<file path="config.mk">
export PLATFORM = sky130hd
export DESIGN_NAME = tid_link_map_element_parser
export DESIGN_NICKNAME = d
export VERILOG_FILES = /design/src/design/tlmep_pkg.sv /design/src/design/tlmep_parser.sv /design/src/design/tlmep_out_fifo.sv /design/src/design/tid_link_map_element_parser.sv
export SDC_FILE = /design/constraint.sdc
export NUM_CORES = 1
export LEC_CHECK = 0
export BUFFER_PORTS_ARGS = -buffer_cell sky130_fd_sc_hd__buf_2
export CAP_MARGIN = 20
export CORE_ASPECT_RATIO = 1.25
export CORE_UTILIZATION = 37
export DETAILED_ROUTE_END_ITERATION = 10
export SLEW_MARGIN = 20
export SYNTH_ARGS = -nofsm -noshare
export SYNTH_HDL_FRONTEND = slang
export SYNTH_SLANG_ARGS = --single-unit
</file>
<file path="constraint.sdc">
create_clock -name clk -period 4.9 [get_ports clk]
set_input_delay 0.735 -clock clk [delete_from_list [all_inputs] [get_ports clk]]
set_output_delay 0.735 -clock clk [all_outputs]
set_load 0.01 [all_outputs]
</file>
<file path="src/design/tlmep_pkg.sv">
// ----------------------------------------------------------------------------
// tlmep_pkg
// Types, codes and helper functions of the TID-to-link mapping parser.
// ----------------------------------------------------------------------------
package tlmep_pkg;

    localparam int NUM_TIDS = 8;
    localparam int TDATA_W  = 80;
    localparam logic [7:0] CTRL_MASK = 8'h3F;

    localparam logic KIND_MAP     = 1'b0;
    localparam logic KIND_SUMMARY = 1'b1;

    typedef enum logic [2:0] {
        PH_CONTROL  = 3'd0,
        PH_PRESENCE = 3'd1,
        PH_SWITCH   = 3'd2,
        PH_DURATION = 3'd3,
        PH_MAPPING  = 3'd4,
        PH_DONE     = 3'd5
    } phase_t;

    typedef enum logic [1:0] {
        ST_OK     = 2'd0,
        ST_SHORT  = 2'd1,
        ST_EXCESS = 2'd2
    } status_t;

    typedef struct packed {
        logic        last_result;
        logic [1:0]  status;
        logic [7:0]  presence_bits;
        logic [23:0] duration_tu;
        logic        duration_present;
        logic [15:0] switch_time_tu;
        logic        switch_present;
        logic        default_mapping;
        logic [1:0]  direction;
        logic [15:0] link_bitmap;
        logic [2:0]  tid;
        logic        result_kind;
    } result_t;

    typedef struct packed {
        logic [1:0] count;
        result_t    r0;
        result_t    r1;
    } push_t;

    typedef struct packed {
        phase_t     phase;
        logic       tid_load;
        logic [2:0] tid;
    } adv_t;

    // lowest set presence bit at or above from; bit 3 set means none
    function automatic logic [3:0] first_tid(input logic [7:0] pres, input logic [3:0] from);
        logic [3:0] r;
        r = 4'(NUM_TIDS);
        for (int t = NUM_TIDS - 1; t >= 0; t--)
        begin
            if (4'(t) >= from && pres[t])
            begin
                r = 4'(t);
            end
        end
        return r;
    endfunction

    // section that follows the one just completed
    function automatic adv_t advance(input phase_t done, input logic [5:0] ctrl,
                                     input logic [7:0] pres);
        adv_t       a;
        logic [3:0] ft;
        a.phase    = PH_DONE;
        a.tid_load = 1'b0;
        a.tid      = 3'd0;
        ft         = first_tid(pres, 4'd0);
        if (done < PH_PRESENCE && !ctrl[2])
        begin
            a.phase = PH_PRESENCE;
        end
        else if (done < PH_SWITCH && ctrl[3])
        begin
            a.phase = PH_SWITCH;
        end
        else if (done < PH_DURATION && ctrl[4])
        begin
            a.phase = PH_DURATION;
        end
        else if (!ft[3])
        begin
            a.phase    = PH_MAPPING;
            a.tid_load = 1'b1;
            a.tid      = ft[2:0];
        end
        return a;
    endfunction

endpackage

</file>
<file path="src/design/tlmep_parser.sv">
// ----------------------------------------------------------------------------
// tlmep_parser
// Parse state of the element and per-byte decode into zero to two results.
// ----------------------------------------------------------------------------
module tlmep_parser
(
    input  logic             clk,
    input  logic             rst_n,
    input  logic             fire,
    input  logic [7:0]       data_byte,
    input  logic             is_last,
    output tlmep_pkg::push_t push
);

    tlmep_pkg::phase_t phase_reg, phase_next;
    logic [1:0]  idx_reg, idx_next;
    logic [5:0]  ctrl_reg, ctrl_next;
    logic [7:0]  pres_reg, pres_next;
    logic [2:0]  tid_reg, tid_next;
    logic [7:0]  low_reg, low_next;
    logic [15:0] sw_reg, sw_next;
    logic [23:0] dur_reg, dur_next;
    logic        excess_reg, excess_next;

    tlmep_pkg::adv_t    adv;
    tlmep_pkg::result_t ctx;
    logic               map_done;
    logic [15:0]        bitmap;
    logic [3:0]         ft;
    logic [1:0]         status;

    always_ff @(posedge clk or negedge rst_n)
    begin
        if (!rst_n)
        begin
            phase_reg <= tlmep_pkg::PH_CONTROL;
        end
        else if (fire)
        begin
            phase_reg <= phase_next;
        end
    end

    always_ff @(posedge clk or negedge rst_n)
    begin
        if (!rst_n)
        begin
            idx_reg    <= '0;
            ctrl_reg   <= '0;
            pres_reg   <= '0;
            tid_reg    <= '0;
            low_reg    <= '0;
            sw_reg     <= '0;
            dur_reg    <= '0;
            excess_reg <= 1'b0;
        end
        else if (fire)
        begin
            idx_reg    <= idx_next;
            ctrl_reg   <= ctrl_next;
            pres_reg   <= pres_next;
            tid_reg    <= tid_next;
            low_reg    <= low_next;
            sw_reg     <= sw_next;
            dur_reg    <= dur_next;
            excess_reg <= excess_next;
        end
    end

    always_comb
    begin
        phase_next  = phase_reg;
        idx_next    = idx_reg;
        ctrl_next   = ctrl_reg;
        pres_next   = pres_reg;
        tid_next    = tid_reg;
        low_next    = low_reg;
        sw_next     = sw_reg;
        dur_next    = dur_reg;
        excess_next = excess_reg;
        map_done    = 1'b0;
        bitmap      = '0;
        adv         = '0;
        ft          = tlmep_pkg::first_tid(pres_reg, {1'b0, tid_reg} + 4'd1);

        case (phase_reg)
            tlmep_pkg::PH_CONTROL:
            begin
                ctrl_next = 6'(data_byte & tlmep_pkg::CTRL_MASK);
                adv       = tlmep_pkg::advance(tlmep_pkg::PH_CONTROL, ctrl_next, pres_reg);
            end
            tlmep_pkg::PH_PRESENCE:
            begin
                pres_next = data_byte;
                adv       = tlmep_pkg::advance(tlmep_pkg::PH_PRESENCE, ctrl_reg, pres_next);
            end
            tlmep_pkg::PH_SWITCH:
            begin
                if (idx_reg == 2'd0)
                begin
                    sw_next  = {8'h00, data_byte};
                    idx_next = 2'd1;
                end
                else
                begin
                    sw_next = {data_byte, sw_reg[7:0]};
                    adv     = tlmep_pkg::advance(tlmep_pkg::PH_SWITCH, ctrl_reg, pres_reg);
                end
            end
            tlmep_pkg::PH_DURATION:
            begin
                case (idx_reg)
                    2'd0:    dur_next[7:0]   = dur_reg[7:0] | data_byte;
                    2'd1:    dur_next[15:8]  = dur_reg[15:8] | data_byte;
                    2'd2:    dur_next[23:16] = dur_reg[23:16] | data_byte;
                    default: dur_next        = dur_reg;
                endcase
                if (idx_reg >= 2'd2)
                begin
                    adv = tlmep_pkg::advance(tlmep_pkg::PH_DURATION, ctrl_reg, pres_reg);
                end
                else
                begin
                    idx_next = idx_reg + 2'd1;
                end
            end
            tlmep_pkg::PH_MAPPING:
            begin
                if (ctrl_reg[5])
                begin
                    bitmap   = {8'h00, data_byte};
                    map_done = 1'b1;
                end
                else if (idx_reg == 2'd0)
                begin
                    low_next = data_byte;
                    idx_next = 2'd1;
                end
                else
                begin
                    bitmap   = {data_byte, low_reg};
                    map_done = 1'b1;
                end
                if (map_done)
                begin
                    idx_next = 2'd0;
                    if (!ft[3])
                    begin
                        tid_next = ft[2:0];
                    end
                    else
                    begin
                        phase_next = tlmep_pkg::PH_DONE;
                    end
                end
            end
            default:
            begin
                excess_next = 1'b1;
            end
        endcase

        if (adv.phase != tlmep_pkg::PH_CONTROL)
        begin
            phase_next = adv.phase;
            idx_next   = 2'd0;
            if (adv.tid_load)
            begin
                tid_next = adv.tid;
            end
        end

        ctx.last_result      = 1'b0;
        ctx.status           = tlmep_pkg::ST_OK;
        ctx.presence_bits    = pres_next;
        ctx.duration_tu      = dur_next;
        ctx.duration_present = ctrl_next[4];
        ctx.switch_time_tu   = sw_next;
        ctx.switch_present   = ctrl_next[3];
        ctx.default_mapping  = ctrl_next[2];
        ctx.direction        = ctrl_next[1:0];
        ctx.link_bitmap      = '0;
        ctx.tid              = '0;
        ctx.result_kind      = tlmep_pkg::KIND_SUMMARY;

        if (excess_next)
        begin
            status = tlmep_pkg::ST_EXCESS;
        end
        else if (phase_next >= tlmep_pkg::PH_DONE)
        begin
            status = tlmep_pkg::ST_OK;
        end
        else
        begin
            status = tlmep_pkg::ST_SHORT;
        end

        push.count = {1'b0, map_done} + {1'b0, is_last};
        push.r1    = ctx;
        push.r1.status      = status;
        push.r1.last_result = 1'b1;
        if (map_done)
        begin
            push.r0             = ctx;
            push.r0.result_kind = tlmep_pkg::KIND_MAP;
            push.r0.tid         = tid_reg;
            push.r0.link_bitmap = bitmap;
            push.r0.last_result = !is_last;
        end
        else
        begin
            push.r0 = push.r1;
        end

        if (is_last)
        begin
            phase_next  = tlmep_pkg::PH_CONTROL;
            idx_next    = '0;
            ctrl_next   = '0;
            pres_next   = '0;
            tid_next    = '0;
            low_next    = '0;
            sw_next     = '0;
            dur_next    = '0;
            excess_next = 1'b0;
        end
    end

endmodule

</file>
<file path="src/design/tlmep_out_fifo.sv">
// ----------------------------------------------------------------------------
// tlmep_out_fifo
// Result queue that takes up to two results per cycle and hands out one.
// ----------------------------------------------------------------------------
module tlmep_out_fifo
#(
    parameter int DEPTH = 4
)
(
    input  logic               clk,
    input  logic               rst_n,
    input  logic               push_en,
    input  tlmep_pkg::push_t   push,
    output logic               room,
    output logic               out_valid,
    input  logic               out_ready,
    output tlmep_pkg::result_t out_data
);

    localparam int PTR_W = $clog2(DEPTH);
    localparam int CNT_W = $clog2(DEPTH + 1);

    tlmep_pkg::result_t mem_reg [DEPTH];
    logic [PTR_W-1:0]   wr_ptr_reg, wr_ptr_next;
    logic [PTR_W-1:0]   rd_ptr_reg, rd_ptr_next;
    logic [CNT_W-1:0]   count_reg, count_next;
    logic [PTR_W-1:0]   wr_ptr_inc;
    logic [1:0]         n;
    logic               pop;

    function automatic logic [PTR_W-1:0] inc(input logic [PTR_W-1:0] p);
        return (p == PTR_W'(DEPTH - 1)) ? '0 : p + 1'b1;
    endfunction

    assign n          = push_en ? push.count : 2'd0;
    assign pop        = out_valid && out_ready;
    assign wr_ptr_inc = inc(wr_ptr_reg);
    assign out_valid  = count_reg != '0;
    assign out_data   = mem_reg[rd_ptr_reg];
    assign room       = count_reg <= CNT_W'(DEPTH - 2);

    always_comb
    begin
        case (n)
            2'd1:    wr_ptr_next = wr_ptr_inc;
            2'd2:    wr_ptr_next = inc(wr_ptr_inc);
            default: wr_ptr_next = wr_ptr_reg;
        endcase
        rd_ptr_next = pop ? inc(rd_ptr_reg) : rd_ptr_reg;
        count_next  = count_reg + CNT_W'(n) - CNT_W'(pop);
    end

    always_ff @(posedge clk or negedge rst_n)
    begin
        if (!rst_n)
        begin
            wr_ptr_reg <= '0;
            rd_ptr_reg <= '0;
            count_reg  <= '0;
        end
        else
        begin
            wr_ptr_reg <= wr_ptr_next;
            rd_ptr_reg <= rd_ptr_next;
            count_reg  <= count_next;
        end
    end

    always_ff @(posedge clk)
    begin
        if (n != 2'd0)
        begin
            mem_reg[wr_ptr_reg] <= push.r0;
        end
        if (n == 2'd2)
        begin
            mem_reg[wr_ptr_inc] <= push.r1;
        end
    end

endmodule

</file>
<file path="src/design/tid_link_map_element_parser.sv">
// Results enter the result queue on the edge that accepts their byte and leave in order.
// Throughput: one byte per cycle while the result queue keeps two free slots; a byte
// that closes a mapping and ends the element writes both results into the queue at once.
// The output queue (FIFO_DEPTH entries, one read per cycle) sets the sustained rate.
// Reset: rst_n clears the parse state and empties the result queue at once.
// ----------------------------------------------------------------------------
// tid_link_map_element_parser
// Byte-serial parser of a TID-to-link mapping element information field.
// ----------------------------------------------------------------------------
module tid_link_map_element_parser
#(
    parameter int FIFO_DEPTH = 4
)
(
    input  logic                          clk,
    input  logic                          rst_n,
    input  logic                          s_axis_tvalid,
    output logic                          s_axis_tready,
    input  logic [7:0]                    s_axis_tdata,  // data_byte
    input  logic                          s_axis_tlast,  // is_last
    output logic                          m_axis_tvalid,
    input  logic                          m_axis_tready,
    // tid, link_bitmap, direction, default_mapping, switch_present, switch_time_tu,
    // duration_present, duration_tu, presence_bits, status, zero pad
    output logic [tlmep_pkg::TDATA_W-1:0] m_axis_tdata,
    output logic                          m_axis_tuser,  // result_kind
    output logic                          m_axis_tlast   // last_result
);

    tlmep_pkg::push_t   push;
    tlmep_pkg::result_t res;
    logic               fire;

    assign fire = s_axis_tvalid && s_axis_tready;

    tlmep_parser u_parser
    (
        .clk       (clk),
        .rst_n     (rst_n),
        .fire      (fire),
        .data_byte (s_axis_tdata),
        .is_last   (s_axis_tlast),
        .push      (push)
    );

    tlmep_out_fifo
    #(
        .DEPTH (FIFO_DEPTH)
    )
    u_fifo
    (
        .clk       (clk),
        .rst_n     (rst_n),
        .push_en   (fire),
        .push      (push),
        .room      (s_axis_tready),
        .out_valid (m_axis_tvalid),
        .out_ready (m_axis_tready),
        .out_data  (res)
    );

    assign m_axis_tdata = {6'd0, res.status, res.presence_bits, res.duration_tu,
                           res.duration_present, res.switch_time_tu, res.switch_present,
                           res.default_mapping, res.direction, res.link_bitmap, res.tid};
    assign m_axis_tuser = res.result_kind;
    assign m_axis_tlast = res.last_result;

endmodule

</file>
# [After elaboration in Yosys (flattened, before gate mapping)]
# Memories as Yosys holds them, arrays and structs flattened.
# Cells that the tools add are included.
[word_totals] out_inout_bits=84 reg_bits=78 memories=1 ramBits=304 inputBits=13 word_cells=179
[mem_list] name="u_fifo.mem_reg" depth=4 width=76 read_ports=1 rd_clocked_by_memory_dff=0 write_ports=2 line_no="tlmep_out_fifo.sv:23" source="tlmep_pkg::result_t mem_reg [DEPTH];"
[op_classes] reduce_logical=25 eq_ne=14 magnitude_cmp=11 mux=104 add_sub_neg=8 bitwise=3
[ops] operator="$mux 4" n=36
[ops] operator="$mux 16" n=6
[ops] operator="$mux 76" n=1
[ops] operator="$mux 8" n=9
[ops] operator="$mux 3" n=17
[ops] operator="$mux 24" n=2
[ops] operator="$pmux 7 s4" n=1
[ops] operator="$or 8x8->8" n=3
[ops] operator="$mux 2" n=11
[ops] operator="$mux 5" n=4
[ops] operator="$ge 3x4->1 const A" n=4
[ops] operator="$mux 7" n=2
[ops] operator="$mux 6" n=2
[ops] operator="$mux 1" n=11
[ops] operator="$eq 2x2->1 const B" n=5
[ops] operator="$logic_and 1x1->1" n=10
[ops] operator="$reduce_bool 2->1" n=5
[ops] operator="$add 2x1->2 const B" n=4
[ops] operator="$ge 1x4->1 const A" n=2
[ops] operator="$ge 2x4->1 const A" n=2
[ops] operator="$reduce_and 4->1" n=2
[ops] operator="$eq 3x2->1 const B" n=2
[ops] operator="$pmux 2 s3" n=1
[ops] operator="$reduce_bool 3->1" n=2
[ops] operator="other kinds (20)" n=21

# [Logic depth before layout (Yosys ltp)]
# Gate-level depths: netlist of run 1.
[depth] depth_word=20 mapped_depth=17 mapped_depth_nobuf=14

# [By module]
# From an unflattened synthesis of run 1, not the netlist that was laid out.
[hier_totals] cells_unflattened=1366 hier_area_um2=20163.1
[modules_own_cells] mod="tlmep_out_fifo" instances=1 seq_area_each_um2=9303.9 area_each_um2=15184.6 cells_each=791
[modules_own_cells] mod="tlmep_parser" instances=1 seq_area_each_um2=1776.7 area_each_um2=4923.5 cells_each=567
[modules_own_cells] mod="tid_link_map_element_parser" instances=1 seq_area_each_um2=0.0 area_each_um2=55.1 cells_each=8

# [Worst setup path before layout of run 1]
# OpenSTA, ideal clock, no wires.
[synth_timing] kind="reg2reg" start="register u_parser.phase_reg[0]" end="memory u_fifo.mem_reg[0][73] (netlist name) (data pin)" path_buffers=4 t_arrival_ns=4.035 period_less_slack_ns=4.189 t_required_ns=4.746 path_stages_with_launch=18 setup_ns=0.154 setup_slack_ns=0.711 path_cell_list="dfrtp_1 clkbuf_1 nand2b_1 nor2_1 o21ai_2 inv_1 clkbuf_1 ha_1 nand2_1 inv_1 ha_1 clkbuf_1 nand2_1 and2_1 clkbuf_1 inv_1 nand2_1 a21oi_1"
[synth_lines] item="from (decl)" line_no="tlmep_parser.sv:15" source="tlmep_pkg::phase_t phase_reg, phase_next;"
[synth_lines] item="from (signal assigned)" line_no="tlmep_parser.sv:36" source="phase_reg <= tlmep_pkg::PH_CONTROL;"
[synth_lines] item="from (signal assigned)" line_no="tlmep_parser.sv:40" source="phase_reg <= phase_next;"
[synth_lines] item="to (decl)" line_no="tlmep_out_fifo.sv:23"

==> impl_metrics.py, run 1 <==
metrics = {
    "status": {
        "status": "finished clean",
    },
    "cells_and_area": {
        "diodes": 0,
        "layout_commonest_cell": "nor2_1",
        "nNetsFinal": 1406,
        "fillCellCount": 4176,
        "drive_gt1_share_pct": 19.6,
        "syn2layout_area_growth_pct": 13.2,
        "final_cell_mix": "nor2_1 (276), edfxtp_1 (220), buf_2 (89), dfxtp_1 (84)",
        "largest_reg_flops": 304,
    },
    "critical_path": {
        "required_ns": 5.29,
        "crit_start": "u_parser.idx_reg[1]$_DFFE_PN0P_",
        "startpoint_type": "flip-flop",
        "worst_ep_arrival_time_ns": 4.51,
        "path_class": "flip-flop to flip-flop",
        "r2r-start": "u_parser.idx_reg[1]$_DFFE_PN0P_",
        "cp_max_fo": 57,
        "r2r_setup_slack_ns": 0.78,
        "reg2reg_depth": 15,
        "timing.rr.end": "u_fifo.mem_reg[3][73]$_DFFE_PP_",
        "end_kind": "flip-flop",
    },
    "sta": {
        "max_freq_ghz": 0.243,
        "setup_tns_ns": 0,
        "fin_crit_ns": 4.12,
        "rsz0062_at_grt": "false",
        "setup_viol": 0,
        "drv_slew": 0,
        "slew_headroom_pct": 31.7,
        "fin_crit_sh_pct": 84.1,
        "tightest_slew_ns": 1.03,
        "skew_ns": 0.0117,
        "hold_viol_final": 0,
    },
    "drt": {
        "route.detailed.wl_per_inst_um": 21.7,
        "avgViaCountPerCell": 5.51,
        "first_iter_violations": 873,
        "drt_wl_total_mm": 42.8,
        "vias": 10900,
        "dr.pass1.iters": 5,
        "ant_nets": 0,
        "drcViolationCount": 0,
    },
    "floorplanning": {
        "start_util_pct": 37.6,
        "core.rowCount": 86,
        "die_area_sq_um": 46000,
        "dieWidth_um": 192,
        "core_area_sq_um": 44300,
        "num_io_pins": 97,
        "die_height_um": 239,
    },
    "pwr": {
        "power_frac_seq_pct": 41.3,
        "power.total_mw": 10.2,
        "internal_power_mw": 6.79,
        "cellPowerDensity_nw_per_um2": 542,
        "leakage_nw": 6.81,
        "power.share.switching_pct": 33.7,
        "clkPwrFrac_pct": 28.7,
        "max-vdd-ir-drop_v": 0.000280,
        "p_sw_mw": 3.45,
        "combPwrFrac_pct": 30.0,
    },
    "clock_network": {
        "cts_resized": 0,
        "clock_path_buffers": 3,
        "path_clk_slew_ns": 0.07,
        "cts_tree": "built",
        "cts-hold-fix-buffers": 0,
        "clockRootBuffer": "clkbuf_16",
        "clkLatencyLatePin_ns": 0.54,
        "cts_made_buffers": 38,
        "post_cts_buffers": 0,
        "h-tree-depth": 2,
        "clock-sinks": 382,
    },
    "logic_synthesis": {
        "async_reset_ff_share_pct": 20.4,
        "synth_area_sq_um": 16700,
        "ys.flop_type": "edfxtp_1",
        "ys_ff_latch": 382,
        "yosysWarnings": 0,
        "synthCells": 1320,
        "synth_compound_area_share_pct": 10.5,
        "muxShareOfSynthArea_pct": 12.1,
        "ys_types": 70,
        "syn_area_per_cell_sq_um": 12.6,
        "synth_adder_area_share_pct": 1.62,
        "yosys.area_share.simple_pct": 10.6,
        "synth_xor_area_share_pct": 0.210,
        "synth_top_family_by_area": "multiplexers",
        "synth_edf_count": 220,
        "synth-seq-area-share_pct": 61.3,
    },
    "flow_run": {
        "maxCapViolCount": 0,
    },
    "placed_design": {
        "post-dp-hpwl_mm": 25.2,
        "io_buffers": 90,
        "place_congestion": 0.867,
    },
    "global_route": {
        "grt_pass1_vias": 11400,
        "grt_max_degree": 73,
        "grt_remaining_overflow": 0,
        "grt_usage_pct": 19.2,
        "grt_pass1_wl_mm": 67.1,
        "antenna_found_initial": 0,
    },
    "worst_hold_path": {
        "hold_path.class": "primary input to asynchronous set/reset pin",
    },
}
## cells in the mapped netlist (11+ instances only)
cell type	number	area share (%)
a21oi_1	60	1.8
a22o_1	73	3.8
a32o_1	12	0.72
buf_1	11	0.25
clkbuf_1	80	1.8
dfrtp_1	78	12
dfxtp_1	84	10
edfxtp_1	220	40
ha_1	20	1.5
inv_1	30	0.67
mux2i_1	29	1.7
mux4_2	76	10
nand2_1	61	1.4
nor2_1	276	6.2
o21ai_0	58	1.7
## final cells by class
| cell class | count | area, sq um | share of cell area (%) |
|---|---|---|---|
| clock buffers | 55 | 1110 | 5.88 |
| flip-flops and latches | 382 | 10200 | 54.2 |
| inverters | 30 | 113 | 0.596 |
| multi-input cells | 805 | 5870 | 31.0 |
| repair buffers | 115 | 703 | 3.72 |
| well taps | 572 | 716 | 3.79 |
| clock inverters | 14 | 141 | 0.748 |
## power by group through the flow
| stage | clock (mW) | combinational, mW | sequential (mW) |
|---|---|---|---|
| 2_1_floorplan | 0 | 2.35 | 3.99 |
| 3_3_place_gp | 0 | 3.10 | 4.27 |
| 3_5_place_dp | 0 | 3.12 | 4.29 |
| 4_1_cts | 2.99 | 3.14 | 4.22 |
| 5_1_grt | 3.11 | 3.37 | 4.29 |
| 6_report | 2.94 | 3.08 | 4.23 |
## per-stage QoR
step | worst slack, ns | instances | hold WS (ns) | area, sq um | util (%)
after CTS | 0.761 | 1973 | 0.191 | 18900 | 42.6
after global placement | 0.976 | 1904 | 0.433 | 17600 | 39.8
after detailed placement | 0.791 | 1904 | 0.444 | 17600 | 39.8
after floorplan | 0.711 | 1325 | 0.418 | 16700 | -
final | 0.779 | 1973 | 0.189 | 18900 | 42.6
after global routing | 0.450 | 1973 | 0.214 | 18900 | 42.6
## worst max-delay path, stage by stage, from the launching register on
cell and delay [ns]:
dfrtp_1 0.42, inv_1 0.14, ha_1 0.50, inv_1 0.25
o21ai_2 0.18, buf_4 0.21, inv_1 0.07, ha_1 0.27
nand2_1 0.11, ha_1 0.36, nand2_1 0.12, and2_2 0.21
inv_2 0.05, buf_4 0.68, nand2_1 0.21, a21oi_1 0.17
## cells by family (layout without fill, tap and decap cells)
| logic type | Yosys count | in the layout |
|---|---|---|
| simple gates | 414 | 414 |
| flops | 382 | 382 |
| compound gates | 254 | 254 |
| buf+inv | 138 | 214 |
| mux | 106 | 106 |
| fa+ha+maj | 21 | 21 |
| xor+xnor | 4 | 4 |
| other cells | 1 | 6 |
## how the worst max path moves through the flow
| stage | slack [ns] | depth (start not counted) | end |
|---|---|---|---|
| floorplan | 0.71 | 17 | u_fifo.mem_reg[0][73]$_DFFE_PP_ |
| global placement | 0.98 | 15 | u_fifo.mem_reg[3][73]$_DFFE_PP_ |
| detailed placement | 0.79 | 15 | u_fifo.mem_reg[3][73]$_DFFE_PP_ |
| CTS | 0.76 | 15 | u_fifo.mem_reg[3][73]$_DFFE_PP_ |
| global route | 0.45 | 15 | u_fifo.mem_reg[3][73]$_DFFE_PP_ |
| finish | 0.78 | 15 | u_fifo.mem_reg[3][73]$_DFFE_PP_ |
## layer usage
metal	wire length, um	share of wire (%)	vias to the layer above	GRT usage (%)
met5	0	0	-	0
met4	1440	3.4	0	7.56
met3	2140	5.0	78	2.77
met2	21500	50	322	32.9
met1	17700	41	5542	24.3
li1	-	-	4923	-
Power figures use the tool's default switching activity.
==> run 2, diff against run 1 <==
==> constraint.sdc (replaced) <==
create_clock -name clk -period 4 [get_ports clk]
set_input_delay 0.6 -clock clk [delete_from_list [all_inputs] [get_ports clk]]
set_output_delay 0.6 -clock clk [all_outputs]
set_load 0.01 [all_outputs]
==> run 2 against run 1 <==
Critical path depth decreased by 2. Sequential cell count unchanged. Count of clock-buffer cells in the layout increased by 3. Register-to-register slack got worse by 0.22 ns. Die area unchanged. Hold slack got worse by 0.069 ns.
==> impl_metrics.py, run 2 (synthesized netlist as in run 1, its figures left out) <==
metrics = {
    "flow_run": {
        "maxCapViolCount": 0,
    },
    "global_route": {
        "antenna_found_initial": 0,
        "grt_remaining_overflow": 0,
        "grt_pass1_vias": 11200,
        "grt_pass1_wl_mm": 66.3,
        "grt_max_degree": 73,
        "grt_usage_pct": 19.2,
    },
    "clock_network": {
        "h-tree-depth": 2,
        "path_clk_slew_ns": 0.06,
        "clock_path_buffers": 3,
        "cts_resized": 0,
        "clockRootBuffer": "clkbuf_16",
        "clock-sinks": 382,
        "cts_made_buffers": 38,
        "clkLatencyLatePin_ns": 0.54,
        "cts_tree": "built",
        "cts-hold-fix-buffers": 0,
        "post_cts_buffers": 0,
    },
    "sta": {
        "setup_viol": 0,
        "rsz0062_at_grt": "false",
        "fin_crit_ns": 3.44,
        "hold_viol_final": 0,
        "setup_tns_ns": 0,
        "fin_crit_sh_pct": 86.0,
        "max_freq_ghz": 0.291,
        "skew_ns": 0.0147,
        "drv_slew": 0,
        "tightest_slew_ns": 1.08,
        "slew_headroom_pct": 28.1,
    },
    "drt": {
        "route.detailed.wl_per_inst_um": 21.8,
        "vias": 11000,
        "dr.pass1.iters": 5,
        "avgViaCountPerCell": 5.58,
        "drcViolationCount": 0,
        "ant_nets": 0,
        "drt_wl_total_mm": 43.1,
        "first_iter_violations": 946,
    },
    "cells_and_area": {
        "largest_reg_flops": 304,
        "nNetsFinal": 1409,
        "final_cell_count_no_fill": 1977,
        "layout_commonest_cell": "nor2_1",
        "final_cell_mix": "nor2_1 (276), edfxtp_1 (220), buf_2 (89), dfxtp_1 (84)",
        "drive_gt1_share_pct": 19.9,
        "diodes": 0,
        "fillCellCount": 4082,
        "syn2layout_area_growth_pct": 13.6,
    },
    "critical_path": {
        "cp_max_fo": 72,
        "worst_path_max_delay_cell": "buf_4",
        "worst_ep_arrival_time_ns": 3.69,
        "reg2reg_depth": 13,
        "path_delay_family": "buffers and inverters",
        "crit_path_max_incr_delay_ns": 0.80,
        "required_ns": 4.25,
        "r2r_setup_slack_ns": 0.56,
        "path_cells": "inv_1 > ha_1 > inv_1 > o21ai_2 > inv_1 > ha_1 > nand2_1 > inv_1 > ha_1 > nand2_1 > and2_2 > buf_4 > nor2_1",
        "r2r-start": "u_parser.idx_reg[1]$_DFFE_PN0P_",
        "path_class": "flip-flop to flip-flop",
        "startpoint_type": "flip-flop",
        "end_kind": "flip-flop",
        "crit_buf_inv": 5,
        "timing.rr.end": "u_fifo.mem_reg[1][39]$_DFFE_PP_",
        "crit_top_cell": "inv_1",
    },
    "floorplanning": {
        "start_util_pct": 37.6,
        "core.rowCount": 86,
        "num_io_pins": 97,
        "dieWidth_um": 192,
        "die_height_um": 239,
        "die_area_sq_um": 46000,
        "core_area_sq_um": 44300,
    },
    "placed_design": {
        "post-dp-hpwl_mm": 25.3,
        "place_congestion": 0.826,
        "placed_cells": 1907,
        "io_buffers": 90,
    },
    "pwr": {
        "max-vdd-ir-drop_v": 0.000333,
        "cellPowerDensity_nw_per_um2": 664,
        "leakage_nw": 6.80,
        "power.total_mw": 12.6,
    },
    "status": {
        "status": "finished clean",
    },
    "worst_hold_path": {
        "hold_path.class": "primary input to asynchronous set/reset pin",
    },
}
[run 2: changes by cell type in the layout (fill, tap and decap cells not counted), sizes merged]
cell | previous run | this run
clkinvlp | 2 | 6
inv | 32 | 27
buf | 115 | 118
bufinv | 2 | 1
clkbuf | 55 | 58
[run 2: per-stage QoR]
| step | hold WS [ns] | instance area, sq um | worst slack, ns | utilization, % |
|---|---|---|---|---|
| floorplan | 0.304 | 16700 | 0.0907 | - |
| global placement | 0.429 | 17700 | 0.705 | 39.9 |
| detailed placement | 0.435 | 17700 | 0.647 | 39.9 |
| CTS | 0.147 | 19000 | 0.594 | 42.8 |
| global route | 0.174 | 19000 | 0.327 | 42.8 |
| finish | 0.120 | 19000 | 0.559 | 42.8 |
[run 2: how the worst max path moves through the flow]
stage                                          startpoint                               to  depth (start not counted)
final                     u_parser.idx_reg[1]$_DFFE_PN0P_  u_fifo.mem_reg[1][39]$_DFFE_PP_                         13
after global routing      u_parser.idx_reg[1]$_DFFE_PN0P_  u_fifo.mem_reg[1][57]$_DFFE_PP_                         13
after CTS                 u_parser.idx_reg[1]$_DFFE_PN0P_  u_fifo.mem_reg[1][39]$_DFFE_PP_                         13
after detailed placement  u_parser.idx_reg[1]$_DFFE_PN0P_  u_fifo.mem_reg[1][57]$_DFFE_PP_                         13
after global placement    u_parser.idx_reg[1]$_DFFE_PN0P_  u_fifo.mem_reg[1][51]$_DFFE_PP_                         13
after floorplan           u_parser.idx_reg[1]$_DFFE_PN0P_  u_fifo.mem_reg[3][73]$_DFFE_PP_                         17
[run 2: per-layer routing]
metal / global-route usage [%] / part of all wire, %
met1: 24.1 / 41
met2: 33.6 / 51
met3: 2.99 / 5.5
met4: 5.99 / 2.4
met5: 0 / 0
[run 2: where the power goes]
part           switching (mW)  leakage [nW]  internal, mW
combinational            2.22          2.35          1.64
clock                    1.51         0.618          2.09
sequential              0.501          3.83          4.63
total                    4.23          6.80          8.36
[run 2: final cells by class]
cell class | count | area, sq um | area share, %
clock inverter | 12 | 88.8 | 0.469
timing repair buffer | 118 | 738 | 3.89
multi-input combinational | 805 | 5860 | 30.9
tap | 572 | 716 | 3.78
clock buffer | 58 | 1170 | 6.18
sequential | 382 | 10200 | 54.1
inverter | 30 | 128 | 0.673
